`src/lbb_pkg.sv`:
```
// ----------------------------------------------------------------------------
// lbb_pkg
// Shared types, constants and helpers for the line-buffered 3x3 blur filter.
// ----------------------------------------------------------------------------
package lbb_pkg;

  localparam int unsigned PIX_W      = 8;
  localparam int unsigned IDX_W      = 10;   // width of out_row / out_col
  localparam int unsigned CFG_DIM_W  = 11;   // width of the dimension registers
  localparam int unsigned DIM_W      = 13;   // holds any clamped dimension
  localparam int unsigned CFG_W      = 24;   // widest register
  localparam int unsigned CFG_ADDR_W = 3;
  localparam int unsigned TAPS       = 3;
  localparam int unsigned PROD_W     = 2 * PIX_W;
  localparam int unsigned RSUM_W     = PROD_W + 2;
  localparam int unsigned SUM_W      = PROD_W + 4;
  localparam int unsigned DIV_SHIFT  = 4;    // divide by 16
  localparam int unsigned FIFO_DEPTH = 4;

  localparam int unsigned MAX_WIDTH_DEF  = 1024;
  localparam int unsigned MAX_HEIGHT_DEF = 1024;

  // register indexes
  localparam logic [CFG_ADDR_W-1:0] REG_IMAGE_WIDTH   = 3'd0;
  localparam logic [CFG_ADDR_W-1:0] REG_IMAGE_HEIGHT  = 3'd1;
  localparam logic [CFG_ADDR_W-1:0] REG_KERNEL_TOP    = 3'd2;
  localparam logic [CFG_ADDR_W-1:0] REG_KERNEL_MIDDLE = 3'd3;
  localparam logic [CFG_ADDR_W-1:0] REG_KERNEL_BOTTOM = 3'd4;

  localparam logic [CFG_DIM_W-1:0] DIM_RESET         = 11'd1024;
  localparam logic [CFG_W-1:0]     KERNEL_TOP_RESET  = 24'h010201;
  localparam logic [CFG_W-1:0]     KERNEL_MID_RESET  = 24'h020402;
  localparam logic [CFG_W-1:0]     KERNEL_BOT_RESET  = 24'h010201;

  localparam logic [PIX_W-1:0] PIX_MAX = 8'hFF;

  typedef logic [TAPS-1:0][CFG_W-1:0] kernel_t;

  // per-output bookkeeping that rides along with a scan step
  typedef struct packed {
    logic             border;
    logic             frame_end;
    logic [IDX_W-1:0] orow;
    logic [IDX_W-1:0] ocol;
  } lbb_meta_t;

  // one classified scan step handed from the front to the back
  typedef struct packed {
    logic [PIX_W-1:0] top;
    logic [PIX_W-1:0] mid;
    logic [PIX_W-1:0] bot;
    logic             pad_col;
    logic             emit;
    lbb_meta_t        meta;
  } lbb_item_t;

  // clamp a dimension register to [3, hi]
  function automatic logic [DIM_W-1:0] clamp_dim(input logic [CFG_DIM_W-1:0] v,
                                                 input int unsigned hi);
    logic [DIM_W-1:0] ext;
    logic [DIM_W-1:0] lim;
    ext = DIM_W'(v);
    lim = DIM_W'(hi);
    if (ext < DIM_W'(TAPS)) begin
      return DIM_W'(TAPS);
    end else if (ext > lim) begin
      return lim;
    end
    return ext;
  endfunction

endpackage

```
`src/lbb_fifo.sv`:
```
// ----------------------------------------------------------------------------
// lbb_fifo
// Short queue of classified scan steps between the front and the back.
// ----------------------------------------------------------------------------
module lbb_fifo #(
  parameter int unsigned DEPTH = 4
) (
  input  logic               clk_i,
  input  logic               rst_ni,
  input  logic               push_i,
  input  lbb_pkg::lbb_item_t data_i,
  output logic               full_o,
  input  logic               pop_i,
  output logic               valid_o,
  output lbb_pkg::lbb_item_t data_o
);
  import lbb_pkg::*;

  localparam int unsigned PW = (DEPTH > 1) ? $clog2(DEPTH) : 1;
  localparam int unsigned NW = $clog2(DEPTH + 1);

  lbb_item_t       mem_q [DEPTH];
  logic [PW-1:0]   wr_ptr_q, rd_ptr_q;
  logic [NW-1:0]   count_q;
  logic            do_push, do_pop;

  assign full_o  = count_q == NW'(DEPTH);
  assign valid_o = count_q != '0;
  assign do_push = push_i && !full_o;
  assign do_pop  = pop_i && valid_o;
  assign data_o  = mem_q[rd_ptr_q];

  always_ff @(posedge clk_i or negedge rst_ni) begin
    if (!rst_ni) begin
      wr_ptr_q <= '0;
      rd_ptr_q <= '0;
      count_q  <= '0;
    end else begin
      if (do_push) begin
        wr_ptr_q <= (wr_ptr_q == PW'(DEPTH - 1)) ? '0 : wr_ptr_q + PW'(1);
      end
      if (do_pop) begin
        rd_ptr_q <= (rd_ptr_q == PW'(DEPTH - 1)) ? '0 : rd_ptr_q + PW'(1);
      end
      case ({do_push, do_pop})
        2'b10:   count_q <= count_q + NW'(1);
        2'b01:   count_q <= count_q - NW'(1);
        default: count_q <= count_q;
      endcase
    end
  end

  always_ff @(posedge clk_i) begin
    if (do_push) begin
      mem_q[wr_ptr_q] <= data_i;
    end
  end

endmodule

```
`config.mk`:
```
export PLATFORM = sky130hd
export DESIGN_NAME = lbb_fifo
export DESIGN_NICKNAME = d
export VERILOG_FILES = /design/src/lbb_pkg.sv /design/src/lbb_fifo.sv
export SDC_FILE = /design/constraint.sdc
export NUM_CORES = 1
export LEC_CHECK = 0
export BUFFER_PORTS_ARGS = -buffer_cell sky130_fd_sc_hd__buf_2
export CAP_MARGIN = 20
export CORE_MARGIN = 8
export CORE_UTILIZATION = 30
export CTS_CLUSTER_DIAMETER = 80
export DETAILED_ROUTE_END_ITERATION = 6
export PLACE_DENSITY = 0.53
export SLEW_MARGIN = 20
export SYNTH_ARGS = -nofsm -noshare
export SYNTH_HDL_FRONTEND = slang
export SYNTH_SLANG_ARGS = --single-unit
```
`constraint.sdc`:
```
create_clock -name clk_i -period 3.4 [get_ports clk_i]
set_input_delay 0.17 -clock clk_i [delete_from_list [all_inputs] [get_ports clk_i]]
set_output_delay 0.17 -clock clk_i [all_outputs]
set_load 0.01 [all_outputs]
```
**After elaboration in Yosys (flattened, before gate mapping)**

Memory sizes are Yosys's and may differ from the RTL's.
Cells that the tools add are included.

- Register bits after elaboration: 7
- RAM bits: 192
- Output and inout bits: 50
- Memories kept: 1

- $add $sub $neg: 4
- Equal/unequal tests: 5
- Mux-type cells: 5
- Reductions and logical operators: 5

Memory list:

| memory | depth | width | read ports | clocked after Yosys merged registers in | wr ports | line | RTL |
|---|---|---|---|---|---|---|---|
| mem_q | 4 | 48 | 1 | 0 | 1 | lbb_fifo.sv:22 | `lbb_item_t mem_q [DEPTH];` |

Operators by type and width:

| kind | number |
|---|---|
| $eq A2 B2 Y1 const B | 3 |
| $pmux W3 S2 | 1 |
| $add A2 B1 Y2 const B | 2 |
| $mux W2 | 2 |
| $add A3 B1 Y3 const B | 1 |
| $eq A3 B3 Y1 const B | 1 |
| $reduce_bool A3 Y1 | 1 |
| $sub A3 B1 Y3 const B | 1 |
| $eq A2 B1 Y1 const B | 1 |
| $logic_and A1 B1 Y1 | 2 |
| $mux W1 | 2 |
| $reduce_bool A2 Y1 | 1 |
| $logic_not A1 Y1 | 1 |

**Logic depth before layout (Yosys ltp)**

- Word-level depth: 5
- Mapped depth: 9
- Depth with buffers taken out: 9

**Worst setup path before layout**

Ideal clock, no wire load.

- Kind: reg-to-reg
- Start: register count_q[2]
- End: memory mem_q[0][0] in the netlist's numbering (enable)
- Library setup time: 0.410 ns
- Data arrival time: 1.958 ns
- Slack: 1.032 ns
- Cell stages (with the launch flop): 4
- Buffers on the path: 0
- Cell sequence: dfrtp_1 > nor3b_2 > nor2b_2 > and2_1

- Word-level cells in the longest chain between the ends: 5

Ends and longest elaborated chain:

| what | line | RTL |
|---|---|---|
| start, declared | lbb_fifo.sv:24 | `logic [NW-1:0] count_q;` |
| start signal, assigned | lbb_fifo.sv:46 | `2'b10: count_q <= count_q + NW'(1);` |
| start signal, assigned | lbb_fifo.sv:47 | `2'b01: count_q <= count_q - NW'(1);` |
| start signal, assigned | lbb_fifo.sv:48 | `default: count_q <= count_q;` |
| $eq A3 B3 Y1 | lbb_fifo.sv:27 | `assign full_o = count_q == NW'(DEPTH);` |
| net full_o | lbb_fifo.sv:12 | `output logic full_o,` |
| $logic_not A1 Y1 | lbb_fifo.sv:29 | `assign do_push = push_i && !full_o;` |
| $logic_and A1 B1 Y1 | lbb_fifo.sv:29 |  |
| $mux W1 | lbb_fifo.sv:54 | `if (do_push) begin` |
| $mux W1 (implied by the code) | lbb_fifo.sv:55 | `mem_q[wr_ptr_q] <= data_i;` |
| end, declared | lbb_fifo.sv:22 |  |

The timed path passes the listed nets, and every way through them passes these cells.

==> reports/metrics.cfg <==
[cells_and_area]
fillerInstances=2212
layout-area-overhead-vs-synth_pct=26.34
final_net_count=514
final_layout_size_suffix_gt1_share_pct=42.09

[clock_tree]
cts-buffers-inserted=17
clk_path_buf_depth=2
cts.sink_count=199
cts_root_buffer=sky130_fd_sc_hd__clkbuf_16
worst_setup_hold_path_clk_slew_ns=0.07
cts_repair_resize_count=0
clock_tree_from_tritoncts=done
clkLatencyLatePin_ns=0.42
post_cts_buffers=0
cts.htree.levels=4

[logic_synthesis]
post_synth_most_frequent_cells=sky130_fd_sc_hd__edfxtp_1, sky130_fd_sc_hd__mux4_2, sky130_fd_sc_hd__dfrtp_1, sky130_fd_sc_hd__inv_1, sky130_fd_sc_hd__ha_1
post-synth-top-area-cell=sky130_fd_sc_hd__edfxtp_1
ranking_of_synthesized_cells_by_area=sky130_fd_sc_hd__edfxtp_1, sky130_fd_sc_hd__mux4_2, sky130_fd_sc_hd__dfrtp_1
syn-num-nets=350
postSynthRegisterBits=199
synthesis.area_per_instance_um2=25.56
postSynth.topFlopCell=sky130_fd_sc_hd__edfxtp_1
syn-cell-area_um2=7438
async_reset_ff_share_pct=3.518
synth-warning-count=0
synth_top_area_share_pct=77.51
count_of_flip_flops_with_a_built_in_enable_after_synthesis=192
post_synth_inst_count=291
yosys.cell_types.count=21
synth_most_common_cell=sky130_fd_sc_hd__edfxtp_1
synth_sequential_area_ratio_pct=79.87

[sta]
max_clock_freq_ghz=0.4101
setup_tns_ns=0
worst_slew_pin_slew_ns=0.7621
final_period_minus_worst_setup_slack_ns=2.438
clock_skew_ns=0.007091
hold_viol_final=0
setup_viol=0
timing.final.crit_share_pct=71.71
rsz_0062_raised_after_global_routing=false
report.final.slew_viol_count=0
relSlewSlack_pct=49.19

[run]
reported_max_cap_violation_count=0

[floorplanning]
rows=57
io-pin-count=102
initial_core_util_pct=30.59
floorplan.die_area_um2=30090
die-height_um=173.5
die_width_um=173.5
core_area_um2=24320

[drt]
wirelength_met1_mm=6.483
dr.max_layer_used=met4
met3WireLength_um=640
drt-total-wl_mm=14.64
dr.first_iter.drc_count=159
met2_wirelength_mm=7.392
detail_route.wl_per_cell_um=18.46
antenna_left=0
dr_total_vias=3425
drc_errors=0
avgViaCountPerCell=4.319
firstDrtPassIters=5

[worst_hold_path]
worstHoldPathType=input port to async pin

[power_and_ir_drop]
power.static_leakage_nw=3.221
ir_drop_mv=0.3167
power.total_w=0.007664
cellPowerDensity_nw_per_um2=815.5

[setup_path]
timing.critical_path.arrival_ns=2.27
required_ns=3.23
critical_path_peak_fanout=28
crit_path_capture_type=output pin
worst_setup_path_start_kind=flop
critical_path_class=flop to output pin

[global_routing]
antenna_found_initial=1
grt_pass1_vias=3928
grt_pass1_wl_mm=23.17
global_route.usage.total_pct=10.16
overflow=0
maximum_number_of_pins_on_one_net_before_global_route_repair=51

[outcome]
status=complete, no violations

[placed_design]
io_buffers=101
finalWeightedCongestion=0.6949
detailedPlacementHpwl_mm=8.857

==> registers in the layout (all words and copies together) (netlist names) <==
name      cells
rd_ptr_q      2
count_q       3
mem_q       192
wr_ptr_q      2
==> stage by stage <==
step / cell area (µm²) / cells / setup WS, ns / utilization [%] / hold WS [ns]
after floorplan: 7438 / 291 / 1.032 / - / -0.1256
after global placement: 8328 / 711 / 1.310 / 34.24 / 0.01199
after detailed placement: 8328 / 711 / 1.270 / 34.24 / 0.02273
after CTS: 9395 / 792 / 0.8326 / 38.63 / 0.07919
after global routing: 9398 / 793 / 0.7560 / 38.64 / 0.1091
final: 9398 / 793 / 0.9618 / 38.64 / 0.1089
==> per-layer routing <==
layer	vias up	track usage, %
met5	-	0
met2	72	16.94
met4	0	2.515
met1	1793	12.54
li1	1550	-
met3	10	3.333
==> path summary, 6_finish.rpt <==
kind,start,endpoint,slack [ns],depth (start not counted)
setup / recovery,rd_ptr_q[0],data_o[41],0.96,3
hold / removal,rst_ni,count_q[0],0.11,2
setup reg to reg,count_q[2],mem_q[2][8],1.32,4
hold reg to reg,count_q[2],count_q[2],0.52,1
max in group asynchronous,rst_ni,rd_ptr_q[0],3.11,2
min in group clk_i,pop_i,rd_ptr_q[1],0.11,3
==> what timing repair did <==
item | 4_1_cts | 5_1_grt
hold endpoints to repair | 199 | 0
hold buffers | 49 | 0
endpoints found under the setup margin | 0 | 0
==> kinds of logic after synthesis <==
family / after synthesis / synth area share, %
fa+ha+maj: 7 / 1.278
buf+inv: 18 / 2.221
simple gates: 11 / 1.009
flops: 199 / 79.87
xor+xnor: 3 / 0.3533
mux: 53 / 15.27
==> area by class of cell <==
class | count | area [µm²] | area share (%)
Inverter | 7 | 26.28 | 0.2796
Clock buffer | 17 | 425.4 | 4.527
Multi-Input combinational cell | 74 | 1338 | 14.23
Sequential cell | 199 | 5946 | 63.27
Antenna cell | 1 | 2.502 | 0.02663
Clock inverter | 15 | 151.4 | 1.611
Tap cell | 324 | 405.4 | 4.314
Timing Repair Buffer | 156 | 1104 | 11.74
==> cells in the final DEF (no fill, tap or decap), drive strengths merged <==
| cell | n |
|---|---|
| mux2i | 1 |
| nor2b | 1 |
| bufinv | 1 |
| nand2 | 1 |
| inv | 10 |
| or3 | 1 |
| xor2 | 2 |
| clkinv | 9 |
| nor2 | 3 |
| ha | 6 |
| dlygate4sd3 | 49 |
| clkinvlp | 2 |
| diode | 1 |
| mux2 | 4 |
| clkbuf | 17 |
| and2 | 4 |
| xnor2 | 1 |
| nor3b | 1 |
| edfxtp | 192 |
| fa | 1 |
| buf | 107 |
| mux4 | 48 |
| dfrtp | 7 |
==> report_power, final <==
group	switching [W]	leakage, nW	internal (W)	total [W]
sequential	0.000219	1.84	0.00324	0.00346
clock	0.000906	0.277	0.00103	0.00194
combinational	0.00117	1.11	0.00109	0.00226
==> critical path, stage by stage (launching register included) <==
cell                      delay [ns]
sky130_fd_sc_hd__dfrtp_4        0.81
sky130_fd_sc_hd__buf_12         0.31
sky130_fd_sc_hd__mux4_2         0.56
sky130_fd_sc_hd__buf_2          0.16
Note: power is estimated with default switching activity, not from simulation.
