## config.mk

```make
export PLATFORM = sky130hd
export DESIGN_NAME = lbb_back
export DESIGN_NICKNAME = d
export VERILOG_FILES = /design/src/lbb_pkg.sv /design/src/lbb_back.sv
export SDC_FILE = /design/constraint.sdc
export NUM_CORES = 2
export LEC_CHECK = 0
export ABC_AREA = 1
export BUFFER_PORTS_ARGS = -buffer_cell sky130_fd_sc_hd__buf_2
export CAP_MARGIN = 20
export CORE_MARGIN = 5
export CORE_UTILIZATION = 60
export DETAILED_ROUTE_END_ITERATION = 6
export HOLD_SLACK_MARGIN = 0.08
export PLACE_DENSITY = 0.8
export SLEW_MARGIN = 25
export SYNTH_ARGS = -nofsm -noshare
export SYNTH_HDL_FRONTEND = slang
export SYNTH_SLANG_ARGS = --single-unit
```

## constraint.sdc

```tcl
create_clock -name clk_i -period 8.1 [get_ports clk_i]
set_clock_uncertainty 0.05 [all_clocks]
set_input_delay 0.81 -clock clk_i [delete_from_list [all_inputs] [get_ports clk_i]]
set_output_delay 0.81 -clock clk_i [all_outputs]
set_load 0.01 [all_outputs]
```

## src/lbb_pkg.sv

```systemverilog
// ----------------------------------------------------------------------------
// lbb_pkg
// Shared types, constants and helpers for the line-buffered 3x3 blur filter.
// ----------------------------------------------------------------------------
package lbb_pkg;

  localparam int unsigned PIX_W      = 8;
  localparam int unsigned IDX_W      = 10;   // width of out_row / out_col
  localparam int unsigned CFG_DIM_W  = 11;   // width of the dimension registers
  localparam int unsigned DIM_W      = 13;   // holds any clamped dimension
  localparam int unsigned CFG_W      = 24;   // widest register
  localparam int unsigned CFG_ADDR_W = 3;
  localparam int unsigned TAPS       = 3;
  localparam int unsigned PROD_W     = 2 * PIX_W;
  localparam int unsigned RSUM_W     = PROD_W + 2;
  localparam int unsigned SUM_W      = PROD_W + 4;
  localparam int unsigned DIV_SHIFT  = 4;    // divide by 16
  localparam int unsigned FIFO_DEPTH = 4;

  localparam int unsigned MAX_WIDTH_DEF  = 1024;
  localparam int unsigned MAX_HEIGHT_DEF = 1024;

  // register indexes
  localparam logic [CFG_ADDR_W-1:0] REG_IMAGE_WIDTH   = 3'd0;
  localparam logic [CFG_ADDR_W-1:0] REG_IMAGE_HEIGHT  = 3'd1;
  localparam logic [CFG_ADDR_W-1:0] REG_KERNEL_TOP    = 3'd2;
  localparam logic [CFG_ADDR_W-1:0] REG_KERNEL_MIDDLE = 3'd3;
  localparam logic [CFG_ADDR_W-1:0] REG_KERNEL_BOTTOM = 3'd4;

  localparam logic [CFG_DIM_W-1:0] DIM_RESET         = 11'd1024;
  localparam logic [CFG_W-1:0]     KERNEL_TOP_RESET  = 24'h010201;
  localparam logic [CFG_W-1:0]     KERNEL_MID_RESET  = 24'h020402;
  localparam logic [CFG_W-1:0]     KERNEL_BOT_RESET  = 24'h010201;

  localparam logic [PIX_W-1:0] PIX_MAX = 8'hFF;

  typedef logic [TAPS-1:0][CFG_W-1:0] kernel_t;

  // per-output bookkeeping that rides along with a scan step
  typedef struct packed {
    logic             border;
    logic             frame_end;
    logic [IDX_W-1:0] orow;
    logic [IDX_W-1:0] ocol;
  } lbb_meta_t;

  // one classified scan step handed from the front to the back
  typedef struct packed {
    logic [PIX_W-1:0] top;
    logic [PIX_W-1:0] mid;
    logic [PIX_W-1:0] bot;
    logic             pad_col;
    logic             emit;
    lbb_meta_t        meta;
  } lbb_item_t;

  // clamp a dimension register to [3, hi]
  function automatic logic [DIM_W-1:0] clamp_dim(input logic [CFG_DIM_W-1:0] v,
                                                 input int unsigned hi);
    logic [DIM_W-1:0] ext;
    logic [DIM_W-1:0] lim;
    ext = DIM_W'(v);
    lim = DIM_W'(hi);
    if (ext < DIM_W'(TAPS)) begin
      return DIM_W'(TAPS);
    end else if (ext > lim) begin
      return lim;
    end
    return ext;
  endfunction

endpackage

```

## src/lbb_back.sv

```systemverilog
// ----------------------------------------------------------------------------
// lbb_back
// 3x3 window, nine-tap multiply-accumulate, divide by 16, saturation, border
// zeroing and the output register. Window, product, row-sum and output stages move together.
// ----------------------------------------------------------------------------
module lbb_back (
  input  logic                      clk_i,
  input  logic                      rst_ni,
  input  lbb_pkg::kernel_t          kernel_i,
  input  logic                      valid_i,
  input  lbb_pkg::lbb_item_t        item_i,
  output logic                      pop_o,
  output logic                      out_valid_o,
  input  logic                      out_ready_i,
  output logic [lbb_pkg::PIX_W-1:0] out_pixel_o,
  output logic [lbb_pkg::IDX_W-1:0] out_row_o,
  output logic [lbb_pkg::IDX_W-1:0] out_col_o,
  output logic                      frame_end_o
);
  import lbb_pkg::*;

  logic adv;

  logic [TAPS-1:0][TAPS-1:0][PIX_W-1:0] win_q;

  logic      wv_q, pv_q, rv_q, ov_q;
  lbb_meta_t wmeta_q, pmeta_q, rmeta_q;

  logic [TAPS-1:0][TAPS-1:0][PROD_W-1:0] prod_d, prod_q;
  logic [TAPS-1:0][RSUM_W-1:0]           rsum_d, rsum_q;
  logic [SUM_W-1:0]                      total;
  logic [SUM_W-DIV_SHIFT-1:0]            quot;
  logic [PIX_W-1:0]                      pix_d;

  logic [PIX_W-1:0] opix_q;
  logic [IDX_W-1:0] orow_q, ocol_q;
  logic             oend_q;

  assign adv   = !ov_q || out_ready_i;
  assign pop_o = valid_i && adv;

  // shift the window left; a padding column keeps the right column
  always_ff @(posedge clk_i) begin
    if (pop_o) begin
      for (int i = 0; i < TAPS; i++) begin
        win_q[i][0] <= win_q[i][1];
        win_q[i][1] <= win_q[i][2];
      end
      if (!item_i.pad_col) begin
        win_q[0][2] <= item_i.top;
        win_q[1][2] <= item_i.mid;
        win_q[2][2] <= item_i.bot;
      end
    end
  end

  always_comb begin
    for (int i = 0; i < TAPS; i++) begin
      for (int j = 0; j < TAPS; j++) begin
        prod_d[i][j] = PROD_W'(win_q[i][j]) * PROD_W'(kernel_i[i][j*PIX_W +: PIX_W]);
      end
    end
  end

  always_comb begin
    for (int i = 0; i < TAPS; i++) begin
      rsum_d[i] = RSUM_W'(prod_q[i][0]) + RSUM_W'(prod_q[i][1]) + RSUM_W'(prod_q[i][2]);
    end
  end

  assign total = SUM_W'(rsum_q[0]) + SUM_W'(rsum_q[1]) + SUM_W'(rsum_q[2]);
  assign quot  = total[SUM_W-1:DIV_SHIFT];

  always_comb begin
    if (rmeta_q.border) begin
      pix_d = '0;
    end else if (quot > (SUM_W-DIV_SHIFT)'(PIX_MAX)) begin
      pix_d = PIX_MAX;
    end else begin
      pix_d = quot[PIX_W-1:0];
    end
  end

  always_ff @(posedge clk_i or negedge rst_ni) begin
    if (!rst_ni) begin
      wv_q <= 1'b0;
      pv_q <= 1'b0;
      rv_q <= 1'b0;
      ov_q <= 1'b0;
    end else if (adv) begin
      wv_q <= pop_o && item_i.emit;
      pv_q <= wv_q;
      rv_q <= pv_q;
      ov_q <= rv_q;
    end
  end

  always_ff @(posedge clk_i) begin
    if (adv) begin
      wmeta_q <= item_i.meta;
      pmeta_q <= wmeta_q;
      prod_q  <= prod_d;
      rmeta_q <= pmeta_q;
      rsum_q  <= rsum_d;
      opix_q  <= pix_d;
      orow_q  <= rmeta_q.orow;
      ocol_q  <= rmeta_q.ocol;
      oend_q  <= rmeta_q.frame_end;
    end
  end

  assign out_valid_o = ov_q;
  assign out_pixel_o = opix_q;
  assign out_row_o   = orow_q;
  assign out_col_o   = ocol_q;
  assign frame_end_o = oend_q;

endmodule

```

# Word-level counts from Yosys, hierarchy flattened
# Index checks and enable logic that the tools add are counted.
# word_totals
ramBits,0
mem_count,0
latchBits,0
output_inout_bits,31
in_bits,124
rom_bits,0
elab_cells,66
ff_bits,369
# classes
n_mux,1
n_reduce_logical,5
n_addsub,8
bitwise_logic,1
shift,0
n_lt_le_gt_ge,1
n_mul,9
eq_ne,0
div_mod_pow,0
# op_table
op,count
$mul A8 B8 Y16,9
$add A17 B16 Y18,3
$add A16 B16 Y17,3
$add A19 B18 Y20,1
$add A18 B18 Y19,1
$gt A16 B8 Y1 const B,1
$mux W8,1
$logic_and A1 B1 Y1,2
$reduce_and A2 Y1,1
$logic_not A1 Y1,1
$logic_or A1 B1 Y1,1
$not A1 Y1,1

# Logic depth before layout (Yosys ltp)
# logic_depth
depth_word,4
mapped_depth,22
ltp_nobuf,21

# Least setup slack after synthesis
# OpenSTA, ideal clock, no wires.
# synth_timing
kind,input port to flip-flop
startpoint,in out_ready_i
endpoint,reg rv_q
arrival_time_ns,6.857
setup_ns,0.419
setup_slack_ns,0.774
cell_stages,3
required_time_ns,7.631
path_buffers,0
cell_sequence,nor2_1 inv_1 o21ai_0
# synth_between
elab_chain_len,1
# synth_rtl
item,line_no,rtl
start: declaration,lbb_back.sv:14,"input logic out_ready_i,"
$logic_or A1 B1 Y1,lbb_back.sv:39,assign adv = !ov_q || out_ready_i;
end signal: assignment,lbb_back.sv:93,rv_q <= pv_q;
end: declaration,lbb_back.sv:26,"logic wv_q, pv_q, rv_q, ov_q;"
# No other way between the ends.
# A chain may end at the register's enable or synchronous reset.

==> flow_metrics.env <==
export IMPL_synth_top_family_by_area="adder cells"
export IMPL_cts_max_path_buffers=3
export IMPL_cts_buffers_inserted=44
export IMPL_max_stage_delay_ns=0.57
export IMPL_use_met3_pct=3.69
export IMPL_overflow=0
export IMPL_post_route_period_util_pct=58.4
export IMPL_cts_tree="yes"
export IMPL_grt_pass1_wl_mm=120
export IMPL_path_class="reg -> reg"
export IMPL_synth_xor_area_share_pct=3.82
export IMPL_ioPinCount=155
export IMPL_multi_input_area_um2=19600
export IMPL_synth_edf_count=365
export IMPL_post_drt_wl_per_cell_um=15.3
export IMPL_dieArea_um2=63500
export IMPL_initial_utilization_pct=60.8
export IMPL_die_h_um=252
export IMPL_slowest_stage="edfxtp_1"
export IMPL_arrival_ns=4.99
export IMPL_setup_viol_count_final=0
export IMPL_layout_nets=4716
export IMPL_fin_area_um2=37800
export IMPL_post_synth_and_or_nand_nor_area_fraction_pct=10.9
export IMPL_synth_top_area_cell="edfxtp_1"
export IMPL_dr_pass1_iters=6
export IMPL_maxSlewHeadroom_pct=40.2
export IMPL_drive_gt1_share_pct=7.07
export IMPL_synth_area_leaders="edfxtp_1 (31%), fa_1 (22%), ha_1 (14%)"
export IMPL_place_gp_congestion=0.907
export IMPL_nFillCells=4478
export IMPL_rsz0062_at_grt="false"
export IMPL_avgSynthCellArea_um2=9.36
export IMPL_clk_pin_slew_worst_paths_ns=0.07
export IMPL_core_area_um2=57800
export IMPL_critPathBufInv=5
export IMPL_crit_path_max_fanout=9
export IMPL_yosysWarnings=0
export IMPL_clock_sinks=369
export IMPL_remaining_drc_errors=0
export IMPL_cap_violations=0
export IMPL_synth_seq_cells=369
export IMPL_final_core_util_pct=65.5
export IMPL_met1_usage_pct=31.2
export IMPL_fin_cells=4617
export IMPL_antenna_found_initial=2
export IMPL_synth_cells=3753
export IMPL_busiest_layer="met2"
export IMPL_ant_nets=0
export IMPL_ys_seq_area_share_pct=31.5
export IMPL_cp_common_cell="inv_1"
export IMPL_tns_ns=0
export IMPL_grt_pass1_vias=24900
export IMPL_grt_start_max_net_pins=127
export IMPL_syn_area_um2=35100
export IMPL_worstPathRequired_ns=8.36
export IMPL_std_cell_rows=88
export IMPL_placed_area_um2=36400
export IMPL_clock_fmax_mhz=212
export IMPL_crit_chain="nand2_1 > inv_1 > fa_1 > inv_1 > fa_1 > inv_1 > fa_1 > inv_1 > fa_1 > inv_1 > ha_1 > a21oi_1 > o21ai_0 > a21oi_1 > o21ai_0 > a21oi_1 > nor2_1 > nor2_1 > xnor2_1"
export IMPL_synth_nets=4655
export IMPL_ys_flop_type="edfxtp_1"
export IMPL_vias_per_cell=5.15
export IMPL_synthAdderAreaFrac_pct=36.1
export IMPL_fin_crit_ns=4.73
export IMPL_start_kind="flip-flop"
export IMPL_dp_hpwl_mm=56.0
export IMPL_area_delta_synth_final_pct=7.76
export IMPL_drt_initial_drc_count=1519
export IMPL_htreeDepth=2
export IMPL_hold_viol=0
export IMPL_hold_class="in -> reg"
export IMPL_die_x_um=252
export IMPL_synthMuxAreaShare_pct=0
export IMPL_drt_wl_total_mm=70.7
export IMPL_crit_family="adder cells"
export IMPL_grt_use_met2_pct=38.6
export IMPL_final_seq_area_um2=11100
export IMPL_end_kind="flip-flop"
export IMPL_port_buffers=154
export IMPL_yosys_cell_types_count=48
export IMPL_dpl_cell_count=4532
export IMPL_drv_slew=0
export IMPL_synth_compound_area_share_pct=5.03
export IMPL_gr_usage_all_layers_pct=23.0
export IMPL_worstMarginPinSlew_ns=0.896
export IMPL_routed_via_count=23800
export IMPL_cts_root_buf="clkbuf_16"
export IMPL_status="finished clean"
export IMPL_synth_top_area_share_pct=31.2
export IMPL_clkLatencyLatePin_ns=0.57
export IMPL_ys_async_sr_fraction_pct=1.08
## registers in the layout, summed over array words and instances (netlist names)
register	count
rmeta_q	22
pv_q	1
out_col_o	10
out_row_o	10
rv_q	1
out_pixel_o	8
pmeta_q	22
win_q	72
wmeta_q	22
prod_q	144
frame_end_o	1
rsum_q	54
out_valid_o	1
wv_q	1
## cell type report
type                            instances  area share, %
Antenna cell                            3         0.0198
Tap cell                              765           2.53
Clock inverter                         29          0.850
Clock buffer                           52           3.04
Multi-Input combinational cell       2198           51.8
Timing Repair Buffer                  160           2.17
Sequential cell                       369           29.2
Inverter                             1041           10.3
## cells in the mapped netlist, types with 4 or more instances
cell type,number
edfxtp_1,365
o2111ai_1,8
a21o_1,10
dfrtp_1,4
buf_2,10
a21oi_1,144
ha_1,386
nand2_2,6
nor4_1,4
fa_1,392
nor2_1,71
nand2_1,806
a31oi_1,14
clkbuf_1,134
nor3_1,8
inv_2,4
nand3_1,40
nand4_1,19
inv_1,1037
xor2_1,98
o21ai_1,5
o221ai_1,10
a21oi_2,15
xnor2_1,55
o21ai_2,4
o21ai_0,71
o21bai_1,5
## per-layer routing
metal / share of wire, % / wire length, um
met1: 42 / 30000
met2: 48 / 33900
met3: 6.7 / 4740
met4: 2.9 / 2040
met5: 0 / 0
## cell usage in the layout (no fill, tap or decap), types with 3 or more instances in the layout
master | Yosys | routed
inv_2 | 4 | 4
clkbuf_16 | 0 | 45
nor3_1 | 8 | 7
o221ai_1 | 10 | 10
a21o_1 | 10 | 10
o21ai_1 | 5 | 5
diode_2 | 0 | 3
fa_1 | 392 | 392
inv_1 | 1037 | 1036
a21oi_2 | 15 | 15
o21bai_1 | 5 | 5
nor2_1 | 71 | 70
nand4_1 | 19 | 19
nand3_1 | 40 | 40
xnor2_1 | 55 | 55
o21ai_0 | 71 | 71
o21ai_2 | 4 | 4
a31oi_1 | 14 | 14
inv_6 | 0 | 8
clkbuf_1 | 134 | 7
buf_2 | 10 | 154
buf_4 | 0 | 4
a21oi_1 | 144 | 144
dfrtp_1 | 4 | 4
xor2_1 | 98 | 98
nand2_2 | 6 | 6
ha_1 | 386 | 386
clkinv_2 | 0 | 7
inv_8 | 0 | 3
o2111ai_1 | 8 | 8
nand2_1 | 806 | 806
bufinv_16 | 0 | 5
clkinv_1 | 0 | 3
nor4_1 | 4 | 4
edfxtp_1 | 365 | 365
## what timing repair did
item                      4_1_cts  5_1_grt
hold buffers                    1        0
hold endpoints to repair        4        0
buffers inserted                0        0
gates resized for setup         0        0
## per-stage QoR
step                hold slack [ns]  setup WS (ns)
finish                        0.357           3.37
CTS                           0.323           3.42
floorplan                     0.350          0.774
global route                  0.335           3.11
detailed placement            0.355           3.12
global placement              0.350           3.15
## cell families after synthesis
group / after synthesis
fa+ha+maj: 778
simple gates: 965
xor+xnor: 153
flops: 369
compound gates: 302
buf+inv: 1186
## path summary, 6_finish.rpt
check,startpoint,to,slack (ns),depth (start not counted)
worst min register to register,pmeta_q[2],rmeta_q[2],0.37,0
worst max-delay path,win_q[21],prod_q[46],3.37,19
max in group asynchronous,rst_ni,pv_q,7.35,2
min in group asynchronous,rst_ni,out_valid_o,0.54,2
worst max register to register,win_q[21],prod_q[46],3.37,19
worst min-delay path,item_i[24],win_q[64],0.36,1
Power is not shown: default switching activity piles up to over one toggle a cycle in this logic, so the estimate is an artifact.
